## src/hdl/keyed_byte_keystream_xor_macros.svh

```systemverilog
// Assertion macros shared by the keystream block.
`ifndef KEYED_BYTE_KEYSTREAM_XOR_MACROS_SVH
`define KEYED_BYTE_KEYSTREAM_XOR_MACROS_SVH
`ifndef SYNTHESIS
`define KBKX_ASSERT(name, clk, rst_n, prop) \
	name: assert property (@(posedge clk) disable iff (!rst_n) prop) \
		else $error("kbkx assertion failed");
`define KBKX_ASSERT_NEXT(name, clk, rst_n, pre, post) \
	name: assert property (@(posedge clk) disable iff (!rst_n) pre |=> post) \
		else $error("kbkx assertion failed");
`else
`define KBKX_ASSERT(name, clk, rst_n, prop)
`define KBKX_ASSERT_NEXT(name, clk, rst_n, pre, post)
`endif
`endif

```

## src/hdl/kbkx_pkg.sv

```systemverilog
package kbkx_pkg;

	localparam int KEY_MAX = 32;
	localparam int SEED_W = 16;
	localparam int MIX_W = 24;
	localparam int BYTE_W = 8;
	localparam int DIV_STEPS = SEED_W;
	localparam int CNT_W = $clog2(DIV_STEPS);

	localparam logic [SEED_W-1:0] SEED_INIT = 16'd358;
	localparam logic [MIX_W-1:0] MIX_ONE_INIT = 24'd15;
	localparam logic [MIX_W-1:0] MIX_TWO_INIT = 24'd17;
	localparam logic [SEED_W:0] ADD_ONE = 17'd5;
	localparam logic [SEED_W:0] ADD_TWO = 17'd7;

	localparam logic ACT_KEY = 1'b0;
	localparam logic ACT_DATA = 1'b1;

	typedef struct packed {
		logic action;
		logic [BYTE_W-1:0] byte_in;
		logic key_last;
	} in_t;

	typedef struct packed {
		logic [BYTE_W-1:0] byte_out;
		logic no_key;
	} out_t;

	typedef enum logic [2:0] {
		ST_IDLE,
		ST_DIV,
		ST_FOLD,
		ST_SUM,
		ST_MIX,
		ST_EMIT
	} state_t;

	typedef struct packed {
		logic take_item;
		logic take_key;
		logic take_pass;
		logic div_step;
		logic key_fin;
		logic sum;
		logic mix;
		logic out_load;
	} cmd_t;

	typedef struct packed {
		logic armed;
	} sts_t;

endpackage

```

## src/hdl/keyed_byte_keystream_xor.sv

```systemverilog
// Byte stream cipher: send key bytes (action 0) with key_last on the final one, then data
// bytes (action 1); each data byte returns one result beat XORed with the keystream, and a data
// byte sent before a key is armed comes back unchanged with no_key set. Key bytes return
// nothing. A key byte occupies the block while the bit-serial remainder unit folds the byte into
// the seed; a keyed data byte passes through key memory read, seed add, multiply-add update and
// output load, and a pass-through byte goes straight to output load. A new beat is taken
// while a finished result waits in the output register. Up to KEY_MAX key bytes are kept; later
// ones are ignored, and a key byte after an armed key starts a new key.
module keyed_byte_keystream_xor #(
	parameter int KEY_MAX = kbkx_pkg::KEY_MAX
) (
	input  logic            clk,
	input  logic            arst_n,
	input  logic            item_valid,
	output logic            item_stall,
	input  kbkx_pkg::in_t   item,
	output logic            result_valid,
	input  logic            result_stall,
	output kbkx_pkg::out_t  result
);

	kbkx_pkg::cmd_t cmd;
	kbkx_pkg::sts_t sts;

	kbkx_ctrl u_ctrl (
		.clk          (clk),
		.arst_n       (arst_n),
		.item_valid   (item_valid),
		.item_action  (item.action),
		.item_stall   (item_stall),
		.result_valid (result_valid),
		.result_stall (result_stall),
		.sts          (sts),
		.cmd          (cmd)
	);

	kbkx_dp #(
		.KEY_MAX (KEY_MAX)
	) u_dp (
		.clk    (clk),
		.arst_n (arst_n),
		.item   (item),
		.cmd    (cmd),
		.sts    (sts),
		.result (result)
	);

endmodule

```

## src/hdl/kbkx_ctrl.sv

```systemverilog
`include "keyed_byte_keystream_xor_macros.svh"

module kbkx_ctrl (
	input  logic            clk,
	input  logic            arst_n,
	input  logic            item_valid,
	input  logic            item_action,
	output logic            item_stall,
	output logic            result_valid,
	input  logic            result_stall,
	input  kbkx_pkg::sts_t  sts,
	output kbkx_pkg::cmd_t  cmd
);

	localparam logic [kbkx_pkg::CNT_W-1:0] DivLast = kbkx_pkg::CNT_W'(kbkx_pkg::DIV_STEPS - 1);

	kbkx_pkg::state_t state_q, state_d;
	logic [kbkx_pkg::CNT_W-1:0] cnt_q, cnt_d;
	logic result_valid_q, result_valid_d;

	always_ff @(posedge clk or negedge arst_n) begin
		if (!arst_n) begin
			state_q <= kbkx_pkg::ST_IDLE;
			cnt_q <= '0;
			result_valid_q <= 1'b0;
		end else begin
			state_q <= state_d;
			cnt_q <= cnt_d;
			result_valid_q <= result_valid_d;
		end
	end

	always_comb begin
		state_d = state_q;
		cnt_d = cnt_q;
		cmd = '0;
		item_stall = 1'b1;
		unique case (state_q)
			kbkx_pkg::ST_IDLE: begin
				item_stall = 1'b0;
				if (item_valid) begin
					cmd.take_item = 1'b1;
					if (item_action == kbkx_pkg::ACT_KEY) begin
						cmd.take_key = 1'b1;
						cnt_d = '0;
						state_d = kbkx_pkg::ST_DIV;
					end else if (!sts.armed) begin
						cmd.take_pass = 1'b1;
						state_d = kbkx_pkg::ST_EMIT;
					end else begin
						state_d = kbkx_pkg::ST_SUM;
					end
				end
			end
			kbkx_pkg::ST_DIV: begin
				cmd.div_step = 1'b1;
				if (cnt_q == DivLast) begin
					state_d = kbkx_pkg::ST_FOLD;
				end else begin
					cnt_d = cnt_q + 1'b1;
				end
			end
			kbkx_pkg::ST_FOLD: begin
				cmd.key_fin = 1'b1;
				state_d = kbkx_pkg::ST_IDLE;
			end
			kbkx_pkg::ST_SUM: begin
				cmd.sum = 1'b1;
				state_d = kbkx_pkg::ST_MIX;
			end
			kbkx_pkg::ST_MIX: begin
				cmd.mix = 1'b1;
				state_d = kbkx_pkg::ST_EMIT;
			end
			kbkx_pkg::ST_EMIT: begin
				if (!result_valid_q || !result_stall) begin
					cmd.out_load = 1'b1;
					state_d = kbkx_pkg::ST_IDLE;
				end
			end
			default: begin
				state_d = kbkx_pkg::ST_IDLE;
			end
		endcase
	end

	always_comb begin
		if (cmd.out_load) begin
			result_valid_d = 1'b1;
		end else if (!result_stall) begin
			result_valid_d = 1'b0;
		end else begin
			result_valid_d = result_valid_q;
		end
	end

	assign result_valid = result_valid_q;

	`KBKX_ASSERT_NEXT(a_div_to_fold, clk, arst_n, (state_q == kbkx_pkg::ST_DIV) && (cnt_q == DivLast), state_q == kbkx_pkg::ST_FOLD)
	`KBKX_ASSERT(a_no_overwrite, clk, arst_n, !(cmd.out_load && result_valid_q && result_stall))
	`KBKX_ASSERT_NEXT(a_accept_leaves_idle, clk, arst_n, (state_q == kbkx_pkg::ST_IDLE) && item_valid, state_q != kbkx_pkg::ST_IDLE)

endmodule

```

## src/hdl/kbkx_dp.sv

```systemverilog
`include "keyed_byte_keystream_xor_macros.svh"

module kbkx_dp #(
	parameter int KEY_MAX = kbkx_pkg::KEY_MAX
) (
	input  logic            clk,
	input  logic            arst_n,
	input  kbkx_pkg::in_t   item,
	input  kbkx_pkg::cmd_t  cmd,
	output kbkx_pkg::sts_t  sts,
	output kbkx_pkg::out_t  result
);

	localparam int LenW = $clog2(KEY_MAX + 1);
	localparam int IdxW = (KEY_MAX > 1) ? $clog2(KEY_MAX) : 1;
	localparam int SW = kbkx_pkg::SEED_W;
	localparam int MW = kbkx_pkg::MIX_W;
	localparam int BW = kbkx_pkg::BYTE_W;

	logic [BW-1:0] key_mem [KEY_MAX];
	logic [BW-1:0] rd_q;

	logic [LenW-1:0] len_q;
	logic armed_q;
	logic [IdxW-1:0] idx_q;
	logic [SW-1:0] seed_q;
	logic [MW-1:0] mix_one_q, mix_two_q;

	logic [BW-1:0] byte_q;
	logic last_q;
	logic [SW-1:0] dvd_q;
	logic [BW:0] dsr_q;
	logic [BW:0] rem_q;
	logic [SW-1:0] sum_q;
	kbkx_pkg::out_t res_q, result_q;

	logic room;
	logic [BW+1:0] trial;
	logic [SW:0] add_one, add_two;
	logic [MW:0] prod_one, prod_two;
	logic [MW-1:0] mix_one_n, mix_two_n;
	logic [LenW-1:0] idx_inc;
	logic [IdxW-1:0] idx_n;

	assign room = len_q < LenW'(KEY_MAX);
	assign trial = {rem_q, dvd_q[SW-1]};

	assign add_one = {1'b0, sum_q} + kbkx_pkg::ADD_ONE;
	assign add_two = {1'b0, sum_q} + kbkx_pkg::ADD_TWO;
	assign prod_one = (MW+1)'(add_one) * (MW+1)'(mix_one_q[BW-1:0]);
	assign prod_two = (MW+1)'(add_two) * (MW+1)'(mix_two_q[BW-1:0]);
	assign mix_one_n = MW'(prod_one + (MW+1)'(mix_one_q[MW-1:BW]));
	assign mix_two_n = MW'(prod_two + (MW+1)'(mix_two_q[MW-1:BW]));

	assign idx_inc = LenW'(idx_q) + LenW'(1);
	assign idx_n = (idx_inc >= len_q) ? '0 : IdxW'(idx_inc);

	always_ff @(posedge clk or negedge arst_n) begin
		if (!arst_n) begin
			len_q <= '0;
			armed_q <= 1'b0;
			idx_q <= '0;
			seed_q <= kbkx_pkg::SEED_INIT;
			mix_one_q <= kbkx_pkg::MIX_ONE_INIT;
			mix_two_q <= kbkx_pkg::MIX_TWO_INIT;
		end else begin
			if (cmd.take_key && armed_q) begin
				armed_q <= 1'b0;
				len_q <= '0;
				seed_q <= kbkx_pkg::SEED_INIT;
			end
			if (cmd.key_fin) begin
				if (room) begin
					len_q <= len_q + 1'b1;
					seed_q <= seed_q + SW'(rem_q);
				end
				if (last_q) begin
					armed_q <= 1'b1;
					mix_one_q <= kbkx_pkg::MIX_ONE_INIT;
					mix_two_q <= kbkx_pkg::MIX_TWO_INIT;
					idx_q <= '0;
				end
			end
			if (cmd.mix) begin
				mix_one_q <= mix_one_n;
				mix_two_q <= mix_two_n;
				seed_q <= SW'(mix_two_n[BW-1:0]);
				idx_q <= idx_n;
			end
		end
	end

	always_ff @(posedge clk) begin
		if (cmd.key_fin && room) begin
			key_mem[len_q[IdxW-1:0]] <= byte_q;
		end
		rd_q <= key_mem[idx_q];
	end

	always_ff @(posedge clk) begin
		if (cmd.take_item) begin
			byte_q <= item.byte_in;
			last_q <= item.key_last;
		end
		if (cmd.take_key) begin
			dvd_q <= armed_q ? kbkx_pkg::SEED_INIT : seed_q;
			dsr_q <= {1'b0, item.byte_in} + 1'b1;
			rem_q <= '0;
		end
		if (cmd.div_step) begin
			dvd_q <= {dvd_q[SW-2:0], 1'b0};
			if (trial >= {1'b0, dsr_q}) begin
				rem_q <= (BW+1)'(trial - {1'b0, dsr_q});
			end else begin
				rem_q <= trial[BW:0];
			end
		end
		if (cmd.sum) begin
			sum_q <= seed_q + SW'(rd_q);
		end
		if (cmd.take_pass) begin
			res_q.byte_out <= item.byte_in;
			res_q.no_key <= 1'b1;
		end
		if (cmd.mix) begin
			res_q.byte_out <= byte_q ^ mix_two_n[BW-1:0];
			res_q.no_key <= 1'b0;
		end
		if (cmd.out_load) begin
			result_q <= res_q;
		end
	end

	assign sts.armed = armed_q && (len_q != '0);
	assign result = result_q;

	`KBKX_ASSERT(a_idx_in_key, clk, arst_n, !armed_q || (LenW'(idx_q) < len_q))

endmodule

```

## config.mk

```make
export PLATFORM = sky130hd
export DESIGN_NAME = keyed_byte_keystream_xor
export DESIGN_NICKNAME = d
export VERILOG_FILES = /design/src/hdl/kbkx_pkg.sv /design/src/hdl/keyed_byte_keystream_xor.sv /design/src/hdl/kbkx_ctrl.sv /design/src/hdl/kbkx_dp.sv
export VERILOG_INCLUDE_DIRS = /design/src /design/src/hdl
export SDC_FILE = /design/constraint.sdc
export NUM_CORES = 1
export LEC_CHECK = 0
export BUFFER_PORTS_ARGS = -buffer_cell sky130_fd_sc_hd__buf_2
export CELL_PAD_IN_SITES_DETAIL_PLACEMENT = 1
export CELL_PAD_IN_SITES_GLOBAL_PLACEMENT = 1
export CORE_MARGIN = 5
export CORE_UTILIZATION = 57
export DETAILED_ROUTE_END_ITERATION = 8
export PLACE_DENSITY = 0.91
export SYNTH_ARGS = -nofsm -noshare
export SYNTH_HDL_FRONTEND = slang
export SYNTH_SLANG_ARGS = --single-unit
```

## constraint.sdc

```tcl
create_clock -name clk -period 12.81 [get_ports clk]
set_input_delay 2.562 -clock clk [delete_from_list [all_inputs] [get_ports clk]]
set_output_delay 2.562 -clock clk [all_outputs]
set_load 0.01 [all_outputs]
```

# Yosys cells after proc, flatten, opt, wreduce, memory -nomap -nowiden
# Memories as Yosys holds them, arrays and structs flattened. A register that Yosys moved wholly into a read port is not among the register bits.
# Index checks and enable logic that the tools add are counted.
[totals]
regBits = 137
latch_bits = 0
ramBits = 256
mem_bits_ro = 0
in_bits = 14
output_inout_bits = 11
wordCells = 113
n_memories = 1
[mem_list]
columns = ["name", "depth", "word_bits", "rd", "rd_ports_with_merged_regs", "wr", "line", "text"]
rows = [
  ["u_dp.key_mem", 32, 8, 1, 1, 1, "kbkx_dp.sv:20", "logic [BW-1:0] key_mem [KEY_MAX];"],
]
[op_classes]
addsub = 9
mul = 1
div = 0
order_cmp = 3
eq_ne = 12
shifts = 0
n_mux = 51
bitwise = 1
reduce_logical = 16
[op_table]
columns = ["op", "count"]
rows = [
  ["16-bit two-way mux", 7],
  ["24-bit two-way mux", 3],
  ["9-bit two-way mux", 5],
  ["24-bit by 16-bit adder with 24-bit output", 1],
  ["17-bit by 8-bit multiplier with 24-bit output", 1],
  ["3-bit two-way mux", 7],
  ["5-bit two-way mux", 4],
  ["6-bit two-way mux", 3],
  ["16-bit by 3-bit adder with 17-bit output (second input constant)", 1],
  ["1-bit two-way mux", 17],
  ["16-bit by 8-bit adder with 16-bit output", 1],
  ["16-bit by 9-bit adder with 16-bit output", 1],
  ["3-bit one-hot mux with 5 select lines", 1],
  ["4-bit two-way mux", 3],
  ["10-bit by 9-bit greater-or-equal comparator with 1-bit output", 1],
  ["2-bit nonzero test", 5],
  ["8-bit by 1-bit adder with 9-bit output (second input constant)", 1],
  ["9-bit subtractor", 1],
  ["4-bit one-hot mux with 2 select lines", 1],
  ["8-bit bitwise XOR", 1],
  ["5-bit by 1-bit adder with 6-bit output (second input constant)", 1],
  ["6-bit by 1-bit adder with 6-bit output (second input constant)", 1],
  ["3-bit by 2-bit == test with 1-bit output (second input constant)", 2],
  ["3-bit == test (second input constant)", 2],
  ["other kinds (15)", 22],
]

# Logic depth before layout (Yosys ltp)
# Gate-level depths: netlist of run 1.
[depth]
depth_word = 11
ltp_mapped = 24
mapped_depth_nobuf = 23

# Modules after synthesis
# From an unflattened synthesis of run 1, not the netlist that was laid out.
[unflattened]
cells_unflattened = 1695
area_unflattened_um2 = 22131.2
[by_module_without_submodules]
columns = ["module", "instances", "cells_each", "area_per_inst_um2", "seq_area_each_um2"]
rows = [
  ["kbkx_dp", 1, 1640, 21643.3, 11449.7],
  ["kbkx_ctrl", 1, 55, 488.0, 200.2],
]

# Least setup slack after synthesis of run 1
# No wires, ideal clock.
[synth_path]
path_type = "register to register"
start = "register u_dp.sum_q[0]"
end = "register u_dp.mix_two_q[23]"
setup_time_ps = 135
t_arrival_ps = 5520
t_required_ps = 12675
path_slack_ps = 7155
stages_incl_launch_ff = 24
n_path_buf = 0
synth_period_minus_slack_ps = 5655
cell_sequence = "edfxtp_1 inv_1 ha_1 nand2b_1 nor2b_1 and4_1 xor2_1 nand2_1 fa_1 inv_1 fa_1 fa_1 inv_1 fa_1 inv_1 ha_1 a21o_1 a21o_1 a221oi_1 o21ai_1 a221oi_1 nor3_1 xnor2_1 o22ai_1"
[synth_via]
elab_chain_cells = 4
[synth_rtl]
columns = ["item", "line", "text"]
rows = [
  ["start: declaration", "kbkx_dp.sv:34", "logic [SW-1:0] sum_q;"],
  ["start signal: assignment", "kbkx_dp.sv:119", "sum_q <= seed_q + SW'(rd_q);"],
  ["16-bit by 3-bit adder with 17-bit output", "kbkx_dp.sv:49", "assign add_two = {1'b0, sum_q} + kbkx_pkg::ADD_TWO;"],
  ["17-bit by 8-bit multiplier with 24-bit output", "kbkx_dp.sv:51", "assign prod_two = (MW+1)'(add_two) * (MW+1)'(mix_two_q[BW-1:0]);"],
  ["24-bit by 16-bit adder with 24-bit output", "kbkx_dp.sv:53", "assign mix_two_n = MW'(prod_two + (MW+1)'(mix_two_q[MW-1:BW]));"],
  ["24-bit two-way mux", "kbkx_dp.sv:84", "if (cmd.mix) begin"],
  ["end signal: assignment", "kbkx_dp.sv:65", "mix_two_q <= kbkx_pkg::MIX_TWO_INIT;"],
  ["end signal: assignment", "kbkx_dp.sv:80", "mix_two_q <= kbkx_pkg::MIX_TWO_INIT;"],
  ["end signal: assignment", "kbkx_dp.sv:86", "mix_two_q <= mix_two_n;"],
  ["end: declaration", "kbkx_dp.sv:27", "logic [MW-1:0] mix_one_q, mix_two_q;"],
]
# Every way passes these cells.
# A chain may end at the register's enable or synchronous reset.

# Worst setup path after layout of run 1
# Same ends and word-level chain as after synthesis.

==> impl_metrics.json, run 1 <==
{
  "synth_largest_area_cell": "edfxtp_1",
  "coreArea_sq_mm": 0.0385,
  "synth_edf_count": 331,
  "cts.sinks": 401,
  "fin_setup_tns_ns": 0,
  "die-area_sq_mm": 0.0427,
  "io-pin-count": 25,
  "drt_iter0_drc": 1553,
  "min_period_over_period_pct": 54.1,
  "vias_per_cell": 6.50,
  "drive_gt1_share_pct": 8.58,
  "totalWireLength_microns": 66300,
  "layout_commonest_cell": "edfxtp_1",
  "dieHeight_microns": 207,
  "yosysUniqueCellTypes": 79,
  "cts_tree": "done",
  "violations": "max-capacitance violations",
  "clk-insertion-delay-late_ns": 0.57,
  "cp_slowest_cell": "xor2_1",
  "cp_cell_sequence": "inv_1 > ha_1 > nand2b_1 > nor2b_1 > nand2_1 > xor2_1 > nor2_1 > fa_1 > fa_1 > fa_1 > inv_1 > fa_1 > inv_1 > ha_1 > o21ai_0 > o21bai_1 > a21oi_1 > o21ai_1 > a221oi_1 > nor3_1 > xnor2_1 > o22ai_1",
  "end_kind": "flop",
  "syn_nets": 1972,
  "syn_area_per_cell_sq_um": 12.5,
  "n_antenna_cell": 0,
  "area.growth.synth_to_final_pct": 8.53,
  "critPathKind": "reg2reg",
  "ys_warn_count": 0,
  "rows": 72,
  "place.port_buffers": 24,
  "critPathLaunchType": "flop",
  "grt_first_pass_wirelength_microns": 102000,
  "clockBufferDepth": 3,
  "initial_core_util_pct": 57.2,
  "crit_arrival_ns": 7.32,
  "worstPathRequired_ns": 13.19,
  "clk_pin_slew_ns": 0.06,
  "die_w_microns": 207,
  "cts.repair.resized": 0,
  "cts-htree-levels": 2,
  "gp_congestion": 0.880,
  "final-hold-violation-count": 0,
  "syn-instance-count": 1766,
  "maxSlewHeadroom_pct": 0.481,
  "yosysSeqAreaShare_pct": 52.9,
  "cp_common_cell": "fa_1",
  "wl_per_cell_microns": 28.4,
  "antenna_found_initial": 0,
  "worst_slew_pin_slew_ns": 1.49,
  "grt_pass1_vias": 16800,
  "fmax_ghz": 0.144,
  "cts-root-buf": "clkbuf_16",
  "num_vias": 15200,
  "hold_path_class": "reg2reg",
  "firstDrtPassIters": 8,
  "synth-seq-cells": 401,
  "fin_crit_ns": 6.93,
  "ant_nets": 0,
  "slew_viol_final": 0,
  "postCtsSetupRepairBufs": 0,
  "synth_top_area_share_pct": 45.1,
  "critPathMaxStageDelay_ns": 0.71,
  "finClkSkew_ns": 0.0355,
  "synthesis.area_sq_mm": 0.0220,
  "ys.flop_type": "edfxtp_1",
  "gr-usage-all-layers_pct": 31.8,
  "setup_violations": 0,
  "final_nets": 1992,
  "ys_top_cells_by_area": "edfxtp_1 45%, fa_1 9.8%, dfrtp_1 6.0%, ha_1 4.8%, mux4_2 3.3%",
  "final_cell_mix": "331 x edfxtp_1, 182 x inv_1, 153 x nor2_1",
  "cts_made_buffers": 41,
  "cp_max_fo": 8,
  "drc": 0,
  "fillers": 3745,
  "ys_async_sr_fraction_pct": 15.0,
  "grt-ovfl-total": 0,
  "grt_max_degree": 61,
  "hpwl_microns": 42600,
  "drv_cap": 1,
  "rsz0062_at_grt": "false",
  "hold_buffers": 0,
  "status": "finished with violations"
}
[cell usage after synthesis (all sizes together), types with 6 or more instances]
| cell type | number |
|---|---|
| nand2 | 133 |
| o21bai | 6 |
| nor3 | 13 |
| a21o | 20 |
| edfxtp | 331 |
| nor2b | 50 |
| nor2 | 153 |
| o221ai | 26 |
| nand3 | 35 |
| xnor2 | 49 |
| o22ai | 21 |
| o21ai | 74 |
| dfstp | 7 |
| a22o | 18 |
| o31ai | 6 |
| and2 | 26 |
| a21oi | 51 |
| dfxtp | 10 |
| mux2i | 70 |
| ha | 84 |
| clkbuf | 36 |
| xor2 | 34 |
| nand2b | 32 |
| dfrtp | 53 |
| mux4 | 32 |
| fa | 108 |
| and3 | 10 |
| buf | 27 |
| inv | 183 |
[worst max-delay path: cells and delay by family, from the launching register on]
kind,cells,cell delay (ns)
fa+ha+maj,6,2.75
compound gates,6,1.33
xor+xnor,2,0.87
simple gates,5,1.04
flops,1,0.46
buf+inv,3,0.27
[layer usage]
layer  wire [microns]  global-route usage (%)  up-vias  part of all wire (%)
li1                 -                       -     6243                     -
met1            23600                    38.3     7838                    36
met2            34100                    55.2      876                    51
met3             4660                    5.38      244                   7.0
met4             3920                    16.1        0                   5.9
met5                0                       0        -                     0
[logic make-up (layout without fill, tap and decap cells)]
kind of cell	Yosys count	count (layout)	share of synthesized area [%]
fa+ha+maj	192	192	14.6
buf+inv	247	300	4.49
xor+xnor	83	83	3.30
mux	105	105	6.61
flops	401	401	52.9
simple gates	475	475	10.1
compound gates	263	263	7.99
[final timing paths]
check / from / end / slack (ns) / cells after the start
worst max register to register: u_dp.sum_q[0]$_DFFE_PN_ / u_dp.mix_two_q[23]$_DFFE_PN0P_ / 5.88 / 22
worst min register to register: u_dp.res_q[6]$_DFFE_PP_ / u_dp.result[6]$_DFFE_PP_ / 0.43 / 0
min in group asynchronous: arst_n / u_ctrl.result_valid$_DFFE_PN0P_ / 2.17 / 2
max in group asynchronous: arst_n / u_dp.idx_q[0]$_DFFE_PN0P_ / 9.88 / 2
worst max-delay path: u_dp.sum_q[0]$_DFFE_PN_ / u_dp.mix_two_q[23]$_DFFE_PN0P_ / 5.88 / 22
worst min-delay path: u_dp.res_q[6]$_DFFE_PP_ / u_dp.result[6]$_DFFE_PP_ / 0.43 / 0
[layout make-up]
type,instances,area [sq um],area share (%)
flip-flops and latches,401,11700,48.8
clock inverters,18,121,0.508
inverters,184,691,2.89
well taps,518,648,2.71
repair buffers,40,240,1.01
clock buffers,58,1160,4.86
multi-input cells,1118,9380,39.2
[metrics by stage]
step / hold WS (ns) / cell area (sq um) / setup WS (ns) / std cells / util (%)
after floorplan: 0.400 / 22000 / 7.16 / 1766 / -
after global placement: 0.403 / 22600 / 6.49 / 2261 / 58.8
after detailed placement: 0.406 / 22600 / 6.19 / 2261 / 58.8
after CTS: 0.425 / 23900 / 6.05 / 2337 / 62.1
after global routing: 0.441 / 23900 / 5.54 / 2337 / 62.1
final: 0.426 / 23900 / 5.88 / 2337 / 62.1
[state kept, by name (all words and copies together) (netlist names), 16 cells and up]
| register | cells |
|---|---|
| u_dp.key_mem | 256 |
| u_dp.mix_two_q | 24 |
| u_dp.dvd_q | 16 |
| u_dp.seed_q | 16 |
| u_dp.sum_q | 16 |
Power of run 1 is left out: the tool's default activity adds up to more than one toggle a clock period on the data nets, which glitch-free logic cannot reach.
==> run 2, diff against run 1 <==
- ABC_AREA: default -> 1
- CORE_UTILIZATION: 57 -> 51
- PLACE_DENSITY: 0.91 -> 0.86
- clock period: 12.81 -> 6.8 ns (I/O delays scaled with it)
==> impl_metrics.json, run 2 <==
{
  "status": "finished, final reports clean",
  "final-hold-violation-count": 0,
  "end_kind": "flop",
  "cts.sinks": 401,
  "hold_buffers": 0,
  "fin_crit_ns": 5.96,
  "totalWireLength_microns": 72100,
  "ys.flop_type": "edfxtp_1",
  "finClkSkew_ns": 0.0379,
  "ys_warn_count": 0,
  "multiInputGateArea_sq_mm": 0.00964,
  "setup_violations": 0,
  "synth.most_common_cell": "nand2_1",
  "maxSlewHeadroom_pct": 21.5,
  "cp_max_fo": 7,
  "cts.repair.resized": 0,
  "firstDrtPassIters": 5,
  "die_w_microns": 221,
  "syn_nets": 2558,
  "area.growth.synth_to_final_pct": 9.37,
  "ys_async_sr_fraction_pct": 15.0,
  "fillers": 4907,
  "fmax_ghz": 0.168,
  "wl_per_cell_microns": 24.1,
  "final_nets": 2576,
  "grt_max_degree": 89,
  "cts-htree-levels": 2,
  "crit_arrival_ns": 6.41,
  "initial_core_util_pct": 51.5,
  "fin_setup_tns_ns": 0,
  "critPathLaunchType": "flop",
  "synth_edf_count": 331,
  "min_period_over_period_pct": 87.6,
  "worstPathRequired_ns": 7.26,
  "critPathMaxStageDelay_ns": 0.57,
  "ant_nets": 0,
  "slew_viol_final": 0,
  "largest_reg_flops": 256,
  "cts_made_buffers": 43,
  "synth-seq-cells": 401,
  "clk_pin_slew_ns": 0.07,
  "yosysSeqAreaShare_pct": 51.1,
  "yosysUniqueCellTypes": 46,
  "cts-root-buf": "clkbuf_16",
  "regArea_sq_mm": 0.0117,
  "synth_largest_area_cell": "edfxtp_1",
  "antenna_found_initial": 2,
  "grt_pass1_vias": 19400,
  "synthesis.area_sq_mm": 0.0228,
  "rows": 77,
  "coreArea_sq_mm": 0.0442,
  "drv_cap": 0,
  "drt_iter0_drc": 1577,
  "die-area_sq_mm": 0.0490,
  "layout_commonest_cell": "nand2_1",
  "critPathKind": "reg2reg",
  "path_delay_family": "adder cells",
  "final_cell_mix": "480 x nand2_1, 331 x edfxtp_1, 317 x inv_1",
  "hold_path_class": "reg2reg",
  "hpwl_microns": 47700,
  "gr-usage-all-layers_pct": 28.9,
  "cts_tree": "done",
  "clockBufferDepth": 3,
  "grt_first_pass_wirelength_microns": 112000,
  "cp_cell_sequence": "inv_2 > ha_1 > a21oi_1 > nand2_1 > nor2_4 > nand2_1 > xor2_1 > nor2_1 > fa_1 > fa_1 > fa_1 > inv_1 > fa_1 > inv_1 > ha_1 > nand2_1 > nor2_1 > inv_1 > nor2_1 > nand4_1 > nand3_1 > nand2_1 > nand3_1 > nand2_1",
  "syn_area_per_cell_sq_um": 9.69,
  "drive_gt1_share_pct": 5.95,
  "dieHeight_microns": 221,
  "syn-instance-count": 2352,
  "ys_top_cells_by_area": "edfxtp_1 44%, fa_1 9.5%, nand2_1 7.9%, dfrtp_1 5.8%, inv_1 5.2%",
  "cp_slowest_cell": "fa_1",
  "worst_slew_pin_slew_ns": 1.17,
  "grt-ovfl-total": 0,
  "gp_congestion": 0.905,
  "postCtsSetupRepairBufs": 0,
  "synth_top_area_share_pct": 43.6,
  "cp_num_buf_inv": 4,
  "clk-insertion-delay-late_ns": 0.59,
  "io-pin-count": 25,
  "place.port_buffers": 24,
  "num_vias": 17800,
  "synthTopCellsByCount": "480 x nand2_1, 331 x edfxtp_1, 317 x inv_1",
  "vias_per_cell": 5.93,
  "cp_common_cell": "nand2_1",
  "drc": 0,
  "rsz0062_at_grt": "false"
}
## run 2: cell count changes after synthesis, sizes merged, moves of 32 or more
cell	change
nand2	+353
nor2	+158
inv	+138
o21ai	+97
nand3	+71
nor2b	-50
a21oi	+39
xnor2	-39
mux2i	-38
mux4	-32
nand2b	-32
## run 2: cell type report
type	instances	area share, %
antenna	1	0.0100
clock buffer	54	4.69
clock inverter	23	0.974
inverter	322	4.85
multi-input combinational	1559	38.7
sequential	401	46.8
tap	592	2.97
timing repair buffer	43	1.05
## run 2: cell families after synthesis
logic type               share of synthesized area (%)
buffers and inverters                             6.58
multiplexers                                      1.41
AND/OR/NAND/NOR                                   17.2
adder cells (fa/ha/maj)                           14.1
XOR/XNOR                                          1.65
flip-flops                                        51.1
AO/OA/AOI/OAI                                     7.97
## run 2: through the flow
stage               util (%)  instances  instance area (sq um)  worst slack (ns)  hold slack, ns
global placement        53.2       2917                  23500              1.05           0.403
finish                  56.3       2995                  24900             0.844           0.423
global route            56.3       2994                  24900             0.425           0.432
CTS                     56.3       2994                  24900             0.854           0.422
detailed placement      53.2       2917                  23500             0.893           0.407
floorplan                  -       2352                  22800              1.75           0.400
## run 2: path summary, 6_finish.rpt
kind	start	to	slack, ns	cells past startpoint
setup / recovery	u_dp.sum_q[0]$_DFFE_PN_	u_dp.mix_two_q[21]$_DFFE_PN0P_	0.84	24
hold / removal	u_dp.res_q[3]$_DFFE_PP_	u_dp.result[3]$_DFFE_PP_	0.42	0
setup reg to reg	u_dp.sum_q[0]$_DFFE_PN_	u_dp.mix_two_q[21]$_DFFE_PN0P_	0.84	24
hold reg to reg	u_dp.res_q[3]$_DFFE_PP_	u_dp.result[3]$_DFFE_PP_	0.42	0
max in group asynchronous	arst_n	u_dp.idx_q[0]$_DFFE_PN0P_	5.04	2
min in group asynchronous	arst_n	u_ctrl.cnt_q[1]$_DFFE_PN0P_	0.97	2
## run 2: layer usage
metal  up-vias  wire length [microns]  GRT usage, %
li1       7806                      -             -
met1      8964                  27700          35.1
met2       757                  35900          50.4
met3       246                   4700          4.77
met4         2                   3770          13.8
met5         -                     17             0
Power of run 2 is left out for the same reason.
==> run 3, diff against run 2 <==
- CORE_UTILIZATION: 51 -> 46
- PLACE_DENSITY: 0.86 -> 0.82
- clock period: 6.8 -> 5 ns (I/O delays scaled with it)
==> impl_metrics.json, run 3 (same netlist as run 2, synthesis figures left out) <==
{
  "place.port_buffers": 24,
  "dieHeight_microns": 233,
  "gp_congestion": 0.931,
  "critPathKind": "reg2reg",
  "wl_per_cell_microns": 23.3,
  "hold_buffers": 0,
  "critPathMaxStageDelay_ns": 0.55,
  "ant_nets": 0,
  "coreArea_sq_mm": 0.0490,
  "rsz0062_at_grt": "true",
  "io-pin-count": 25,
  "drc": 0,
  "hold_path_class": "reg2reg",
  "critPathLaunchType": "flop",
  "firstDrtPassIters": 5,
  "setup_violations": 17,
  "cts-root-buf": "clkbuf_16",
  "gr-usage-all-layers_pct": 26.7,
  "finClkSkew_ns": 0.0206,
  "cts.sinks": 401,
  "cts_tree": "done",
  "grt_max_degree": 73,
  "final_nets": 2685,
  "antenna_found_initial": 0,
  "cp_max_fo": 4,
  "timing.final.ws_setup_ns": -0.353,
  "cts-htree-levels": 2,
  "drt_iter0_drc": 1784,
  "num_vias": 18300,
  "grt_use_met3_pct": 4.49,
  "place_area_sq_mm": 0.0242,
  "status": "finished with violations",
  "layout_commonest_cell": "nand2_1",
  "cts_made_buffers": 44,
  "grt_first_pass_wirelength_microns": 112000,
  "final_area_sq_mm": 0.0266,
  "die_w_microns": 233,
  "final-hold-violation-count": 0,
  "cp_slowest_cell": "fa_1",
  "totalWireLength_microns": 74100,
  "die-area_sq_mm": 0.0541,
  "drive_gt1_share_pct": 15.5,
  "cp_common_cell": "nand2_1",
  "met1_usage_pct": 31.8,
  "min_period_over_period_pct": 107,
  "worstPathRequired_ns": 5.52,
  "slew_viol_final": 0,
  "clk-insertion-delay-late_ns": 0.59,
  "final_cell_mix": "436 x nand2_1, 331 x edfxtp_1, 294 x inv_1",
  "crit_arrival_ns": 5.87,
  "clockBufferDepth": 3,
  "largest_reg_flops": 256,
  "grt-ovfl-total": 0,
  "grt_pass1_vias": 20100,
  "hpwl_microns": 48200,
  "initial_core_util_pct": 46.5,
  "rows": 81,
  "drv_cap": 0,
  "grtUsageMet2_pct": 47.9,
  "worst_slew_pin_slew_ns": 1.12,
  "fillers": 5431,
  "busiest_layer": "met2",
  "fin_crit_ns": 5.35,
  "clk_pin_slew_ns": 0.06,
  "vias_per_cell": 5.75,
  "fmax_ghz": 0.187,
  "maxSlewHeadroom_pct": 25.4,
  "end_kind": "flop",
  "violations": "negative setup slack",
  "area.growth.synth_to_final_pct": 16.9
}
==> run 3: path summary, 6_finish.rpt <==
path / slack (ns) / cells past startpoint / end / start
worst max-delay path: -0.35 / 28 / u_dp.mix_two_q[23]$_DFFE_PN0P_ / u_dp.sum_q[0]$_DFFE_PN_
worst min-delay path: 0.42 / 0 / u_dp.result[4]$_DFFE_PP_ / u_dp.res_q[4]$_DFFE_PP_
worst max register to register: -0.35 / 28 / u_dp.mix_two_q[23]$_DFFE_PN0P_ / u_dp.sum_q[0]$_DFFE_PN_
worst min register to register: 0.42 / 0 / u_dp.result[4]$_DFFE_PP_ / u_dp.res_q[4]$_DFFE_PP_
max in group asynchronous: 3.47 / 2 / u_dp.mix_two_q[10]$_DFFE_PN0P_ / arst_n
min in group asynchronous: 0.45 / 1 / u_dp.seed_q[12]$_DFF_PN0_ / arst_n
==> run 3: area by class of cell <==
type / count / area [sq um] / area share, %
Clock inverter: 26 / 258 / 0.968
Clock buffer: 56 / 1190 / 4.45
Inverter: 322 / 1210 / 4.55
Sequential cell: 401 / 11700 / 43.8
Multi-Input combinational cell: 1559 / 10400 / 38.9
Antenna cell: 1 / 2.50 / 0.00940
Timing Repair Buffer: 151 / 1130 / 4.24
Tap cell: 664 / 831 / 3.12
==> run 3: critical path, delay by kind of cell, from the launching register on <==
family | cells | cell delay (ns)
and+or+nand+nor | 14 | 1.74
DFF | 1 | 0.37
adders and majority gates | 6 | 2.20
AOI/OAI and AO/OA | 2 | 0.32
buffers and inverters | 6 | 0.65
==> run 3: repair_timing <==
| action | CTS | global route |
|---|---|---|
| gates resized for setup | 137 | 60 |
| setup endpoints to repair | 22 | 24 |
| buffers inserted | 16 | 9 |
| pin swaps | 97 | 36 |
| cloned | 0 | 0 |
==> run 3: metrics by stage <==
stage / std cells / hold slack, ns / util (%) / TNS, ns / setup slack, ns
after floorplan: 2352 / 0.400 / - / -0.00780 / -0.00780
after global placement: 3072 / 0.403 / 49.5 / -2.53 / -0.239
after detailed placement: 3072 / 0.406 / 49.5 / -5.61 / -0.434
after CTS: 3170 / 0.419 / 53.8 / -0.139 / -0.0604
after global routing: 3179 / 0.420 / 54.4 / -5.53 / -0.420
final: 3180 / 0.419 / 54.4 / -2.29 / -0.353
==> run 3: layer usage <==
| layer | wire length (microns) | vias up |
|---|---|---|
| li1 | - | 8027 |
| met1 | 27800 | 9216 |
| met2 | 37900 | 780 |
| met3 | 4610 | 271 |
| met4 | 3840 | 0 |
| met5 | 0 | - |
Power of run 3 is left out for the same reason.
